`src/rtl/shvw_pkg.sv`:
```
// shvw_pkg: shared types and constants for the spatial hash vertex weld unit
// no dependencies
`timescale 1ns / 1ps
package shvw_pkg;

  localparam logic [31:0] PrimeX = 32'd73856093;
  localparam logic [31:0] PrimeY = 32'd19349663;
  localparam logic [31:0] PrimeZ = 32'd83492791;

  localparam int unsigned DataW = 96;   // three 32-bit positions, whole bytes
  localparam int unsigned OutW  = 32;   // 26 field bits padded to bytes
  localparam int unsigned CfgIdxW = 2;
  localparam int unsigned CfgW = 32;

  localparam logic [CfgIdxW-1:0] RegWeldDist = 2'd0;
  localparam logic [CfgIdxW-1:0] RegInvDist  = 2'd1;
  localparam logic [CfgIdxW-1:0] RegBuckets  = 2'd2;

  localparam logic ReqAdd   = 1'b0;
  localparam logic ReqClear = 1'b1;

  // handshake between the top level and the modulo unit
  typedef struct packed {
    logic start;
    logic busy;
    logic done;
  } div_ctrl_t;

endpackage

```
`src/rtl/shvw_mod.sv`:
```
// shvw_mod: restoring bit-serial 32-bit by 32-bit remainder unit
// depends on shvw_pkg
`timescale 1ns / 1ps
module shvw_mod (
  input  logic                clk_i,
  input  logic                rst_ni,
  input  logic                start_i,
  input  logic [31:0]         num_i,
  input  logic [31:0]         den_i,
  output shvw_pkg::div_ctrl_t ctrl_o,
  output logic [31:0]         rem_o
);

  logic [31:0] num_q, num_d;
  logic [31:0] den_q, den_d;
  logic [32:0] rem_q, rem_d;
  logic [5:0]  cnt_q, cnt_d;
  logic        busy_q, busy_d;
  logic        done_q, done_d;
  logic [32:0] trial;

  // one quotient bit per cycle
  always_comb begin
    num_d  = num_q;
    den_d  = den_q;
    rem_d  = rem_q;
    cnt_d  = cnt_q;
    busy_d = busy_q;
    done_d = 1'b0;
    trial  = {rem_q[31:0], num_q[31]};
    if (start_i) begin
      num_d  = num_i;
      den_d  = den_i;
      rem_d  = '0;
      cnt_d  = 6'd32;
      busy_d = 1'b1;
    end else if (busy_q) begin
      num_d = {num_q[30:0], 1'b0};
      if (trial >= {1'b0, den_q}) rem_d = trial - {1'b0, den_q};
      else rem_d = trial;
      cnt_d = cnt_q - 6'd1;
      if (cnt_q == 6'd1) begin
        busy_d = 1'b0;
        done_d = 1'b1;
      end
    end
  end

  always_ff @(posedge clk_i or negedge rst_ni) begin
    if (!rst_ni) begin
      busy_q <= 1'b0;
      done_q <= 1'b0;
      cnt_q  <= '0;
    end else begin
      busy_q <= busy_d;
      done_q <= done_d;
      cnt_q  <= cnt_d;
    end
  end

  always_ff @(posedge clk_i) begin
    num_q <= num_d;
    den_q <= den_d;
    rem_q <= rem_d;
  end

  assign ctrl_o.start = start_i;
  assign ctrl_o.busy  = busy_q;
  assign ctrl_o.done  = done_q;
  assign rem_o = rem_q[31:0];

endmodule

```
`config.mk`:
```
export PLATFORM = sky130hd
export DESIGN_NAME = shvw_mod
export DESIGN_NICKNAME = d
export VERILOG_FILES = /design/src/rtl/shvw_pkg.sv /design/src/rtl/shvw_mod.sv
export SDC_FILE = /design/constraint.sdc
export NUM_CORES = 1
export LEC_CHECK = 0
export BUFFER_PORTS_ARGS = -buffer_cell sky130_fd_sc_hd__buf_2
export CAP_MARGIN = 15
export CORE_MARGIN = 4
export CORE_UTILIZATION = 40
export CTS_BUF_LIST = sky130_fd_sc_hd__clkbuf_8
export DETAILED_ROUTE_END_ITERATION = 6
export GPL_TIMING_DRIVEN = 0
export HOLD_SLACK_MARGIN = 0.02
export SYNTH_ARGS = -nofsm -noshare
export SYNTH_HDL_FRONTEND = slang
export SYNTH_SLANG_ARGS = --single-unit
```
`constraint.sdc`:
```
create_clock -name clk_i -period 6.4 [get_ports clk_i]
set_input_delay 0 -clock clk_i [delete_from_list [all_inputs] [get_ports clk_i]]
set_output_delay 0 -clock clk_i [all_outputs]
set_load 0.05 [all_outputs]
```
==> impl_metrics.py <==
metrics = {
    "placed_design": {
        "gp_congestion": 0.902,
        "dp.cells": 839,
        "placed_cell_area_um2": 6670,
        "placed_wire_length_estimate_mm": 10.7,
        "placement.io_buffers": 101,
    },
    "setup_path": {
        "crit_arrival_ns": 3.42,
        "timing.setup.critical_path_class": "reg -> reg",
        "crit_required_ns": 6.74,
        "timing.critical_path.fanout_max": 6,
        "worstSetupEndpointType": "flop",
        "crit_path_start_kind": "flop",
    },
    "sta": {
        "worst_slew_margin_rel": 0.433,
        "skew_ns": 0.0116,
        "setup_violations": 0,
        "worstMarginPinSlew_ns": 0.850,
        "final-hold-violation-count": 0,
        "final.period_utilization": 0.481,
        "maxClockFrequency_mhz": 325,
        "layout_min_cycle_time_ns": 3.08,
        "whs_ns": 0.269,
        "slew_violations": 0,
        "setup_total_negative_slack_ns": 0,
        "rsz0062_at_grt": "no",
    },
    "route": {
        "route.detailed.wl_per_inst_um": 16.2,
        "dr_total_vias": 4780,
        "routed_via_count_divided_by_cell_count": 5.18,
        "first_iter_violations": 311,
        "postRouteAntennaNets": 0,
        "drt_pre_antenna_iters": 4,
        "finalWirelength_mm": 14.9,
        "drc": 0,
    },
    "flow_run": {
        "max-cap-violations": 0,
    },
    "yosys": {
        "cell_types_occupying_the_most_area_after_synthesis": "sky130_fd_sc_hd__edfxtp_1 (32%), sky130_fd_sc_hd__dfxtp_1 (11%), sky130_fd_sc_hd__ha_1 (7.2%), sky130_fd_sc_hd__mux2_2 (5.9%), sky130_fd_sc_hd__dfrtp_1 (3.4%)",
        "synth_cell_type_count": 63,
        "synth.yosys.seq_area_share": 0.466,
        "synth_warnings": 0,
        "postSynthNetCount": 656,
        "top_flip_flop_cell_by_instance_count_after_synthesis": "sky130_fd_sc_hd__edfxtp_1",
        "synth_async_sr_flop_share": 0.0769,
        "synth_largest_type_area_fraction": 0.324,
        "ys_seq_elements": 104,
        "synthesis.area_um2": 5930,
        "syn-instance-count": 554,
        "synth_top_cell_by_area": "sky130_fd_sc_hd__edfxtp_1",
        "synth_edf_count": 64,
        "synth.avg_cell_area_um2": 10.7,
    },
    "clock_network": {
        "clock_tree_from_tritoncts": "built",
        "insertion_delay_ns": 0.40,
        "cts_post_setup_buffers_inserted": 0,
        "clock_tree.buffer_depth": 2,
        "cts_resized": 0,
        "tritoncts_num_sinks": 104,
        "clkTransAtPathRegs_ns": 0.10,
        "cts.root.buffer_cell": "sky130_fd_sc_hd__clkbuf_8",
        "cts_inserted_buffers": 9,
        "hold_buffers": 66,
        "htree_num_levels": 3,
    },
    "power_and_ir_drop": {
        "power-per-cell-area_nw_per_um2": 399,
        "ir_worst_vdd_uv": 223,
        "power.total_mw": 3.01,
        "static-leakage-power_nw": 3.47,
    },
    "floorplanning": {
        "die-area_um2": 16800,
        "core_box_area_um2": 14500,
        "initial_core_util": 0.408,
        "pin_count": 102,
        "dieWidth_um": 130,
        "die_y_um": 130,
        "placementRows": 44,
    },
    "global_routing": {
        "antenna_found_initial": 0,
        "globalRouteOverflowTotal": 0,
        "number_of_global_route_vias_before_repair": 4840,
        "grt_max_degree": 35,
        "track_usage": 0.183,
        "grt_pass1_wl_mm": 24.1,
    },
    "finish": {
        "finish.net_count": 835,
        "area_delta_synth_final_pct": 27.1,
        "drive_gt1_frac": 0.241,
        "layout.cells.most_common": "sky130_fd_sc_hd__buf_2",
        "stdcell_count": 922,
        "finalInstanceArea_um2": 7540,
        "antennaDiodeCount": 0,
        "mostFrequentLayoutCells": "sky130_fd_sc_hd__buf_2 (106), sky130_fd_sc_hd__dlygate4sd3_1 (66), sky130_fd_sc_hd__edfxtp_1 (64), sky130_fd_sc_hd__inv_1 (45), sky130_fd_sc_hd__nor2_1 (44)",
    },
    "outcome": {
        "outcome": "finished, final reports clean",
    },
    "hold_path": {
        "min-delay-path-class": "in -> reg",
    },
}
==> cell families (layout without fill, tap and decap cells) <==
logic type,after synthesis,after routing,synth area share
AND/OR/NAND/NOR,133,133,0.110
AO/OA/AOI/OAI,132,132,0.158
flip-flops,104,104,0.466
buffers and inverters,71,255,0.0570
multiplexers,49,49,0.0893
adder cells (fa/ha/maj),35,35,0.0751
XOR/XNOR,30,30,0.0443
==> synth_stat cells (all sizes together), types with 2 or more instances <==
master,count
or4b,3
clkbuf,9
or2,3
and3,4
a32oi,6
or3,2
a21o,15
nand3,7
buf,17
nor2,44
nand2,31
dfxtp,32
nor2b,2
xnor2,19
a211o,4
a311oi,2
xor2,11
mux2i,18
mux2,31
a211oi,18
nor4,5
nand2b,3
o21ai,25
o21bai,2
edfxtp,64
nand4b,3
nor3,12
ha,34
o211ai,4
o221ai,2
dfrtp,8
inv,44
o31ai,7
o21a,5
nand4,8
a21oi,29
a31oi,3
o311ai,3
and2,2
==> worst paths after layout <==
path	to	cells after the start	slack [ns]	start
max in group asynchronous	cnt_q[1]	3	5.58	rst_ni
min	den_q[28]	1	0.27	start_i
min reg2reg	rem_q[28]	2	0.51	rem_q[28]
max	rem_q[28]	13	3.32	num_q[31]
min in group asynchronous	done_q	3	0.56	rst_ni
max reg2reg	rem_q[28]	13	3.32	num_q[31]
==> critical path, stage by stage, from the launching register on <==
cell and delay, ns:
sky130_fd_sc_hd__edfxtp_1 0.40, sky130_fd_sc_hd__inv_1 0.07, sky130_fd_sc_hd__ha_1 0.17, sky130_fd_sc_hd__inv_1 0.06, sky130_fd_sc_hd__fa_1 0.40, sky130_fd_sc_hd__a21oi_1 0.25
sky130_fd_sc_hd__o211ai_1 0.16, sky130_fd_sc_hd__nand2_1 0.12, sky130_fd_sc_hd__o21ai_2 0.13, sky130_fd_sc_hd__a21oi_2 0.21, sky130_fd_sc_hd__o21ai_1 0.13, sky130_fd_sc_hd__or4b_1 0.52
sky130_fd_sc_hd__a311o_1 0.32, sky130_fd_sc_hd__nand3_1 0.08
==> where the power goes <==
part           total [mW]  internal, mW  switching (mW)
clock network       0.402         0.151           0.252
logic                1.61         0.612            1.00
registers           0.991         0.864           0.126
==> registers in the layout, summed over array words and instances, names as in the netlist <==
signal  count
busy_q      1
cnt_q       6
den_q      32
done_q      1
num_q      32
rem_q      32
==> cell type report <==
| class | count | area (um2) |
|---|---|---|
| clock inverters | 7 | 60.1 |
| inverters | 44 | 165 |
| repair buffers | 168 | 1190 |
| flip-flops and latches | 104 | 2760 |
| well taps | 184 | 230 |
| plain buffers | 27 | 173 |
| clock buffers | 9 | 124 |
| multi-input cells | 379 | 2830 |
| fillers | 1357 | 7000 |
==> through the flow <==
step / util / setup WS, ns
final: 0.519 / 3.32
after global routing: 0.519 / 3.12
after detailed placement: 0.459 / 3.36
after CTS: 0.517 / 3.32
after floorplan: - / 3.54
after global placement: 0.459 / 3.36
==> layer usage <==
| metal | part of all wire | wire (um) | global-route usage | vias up |
|---|---|---|---|---|
| li1 | - | - | - | 2397 |
| met1 | 0.45 | 6750 | 0.236 | 2283 |
| met2 | 0.49 | 7270 | 0.308 | 89 |
| met3 | 0.050 | 749 | 0.0483 | 11 |
| met4 | 0.010 | 151 | 0.0428 | 0 |
| met5 | 0 | 0 | 0 | - |
Power figures use the tool's default switching activity.
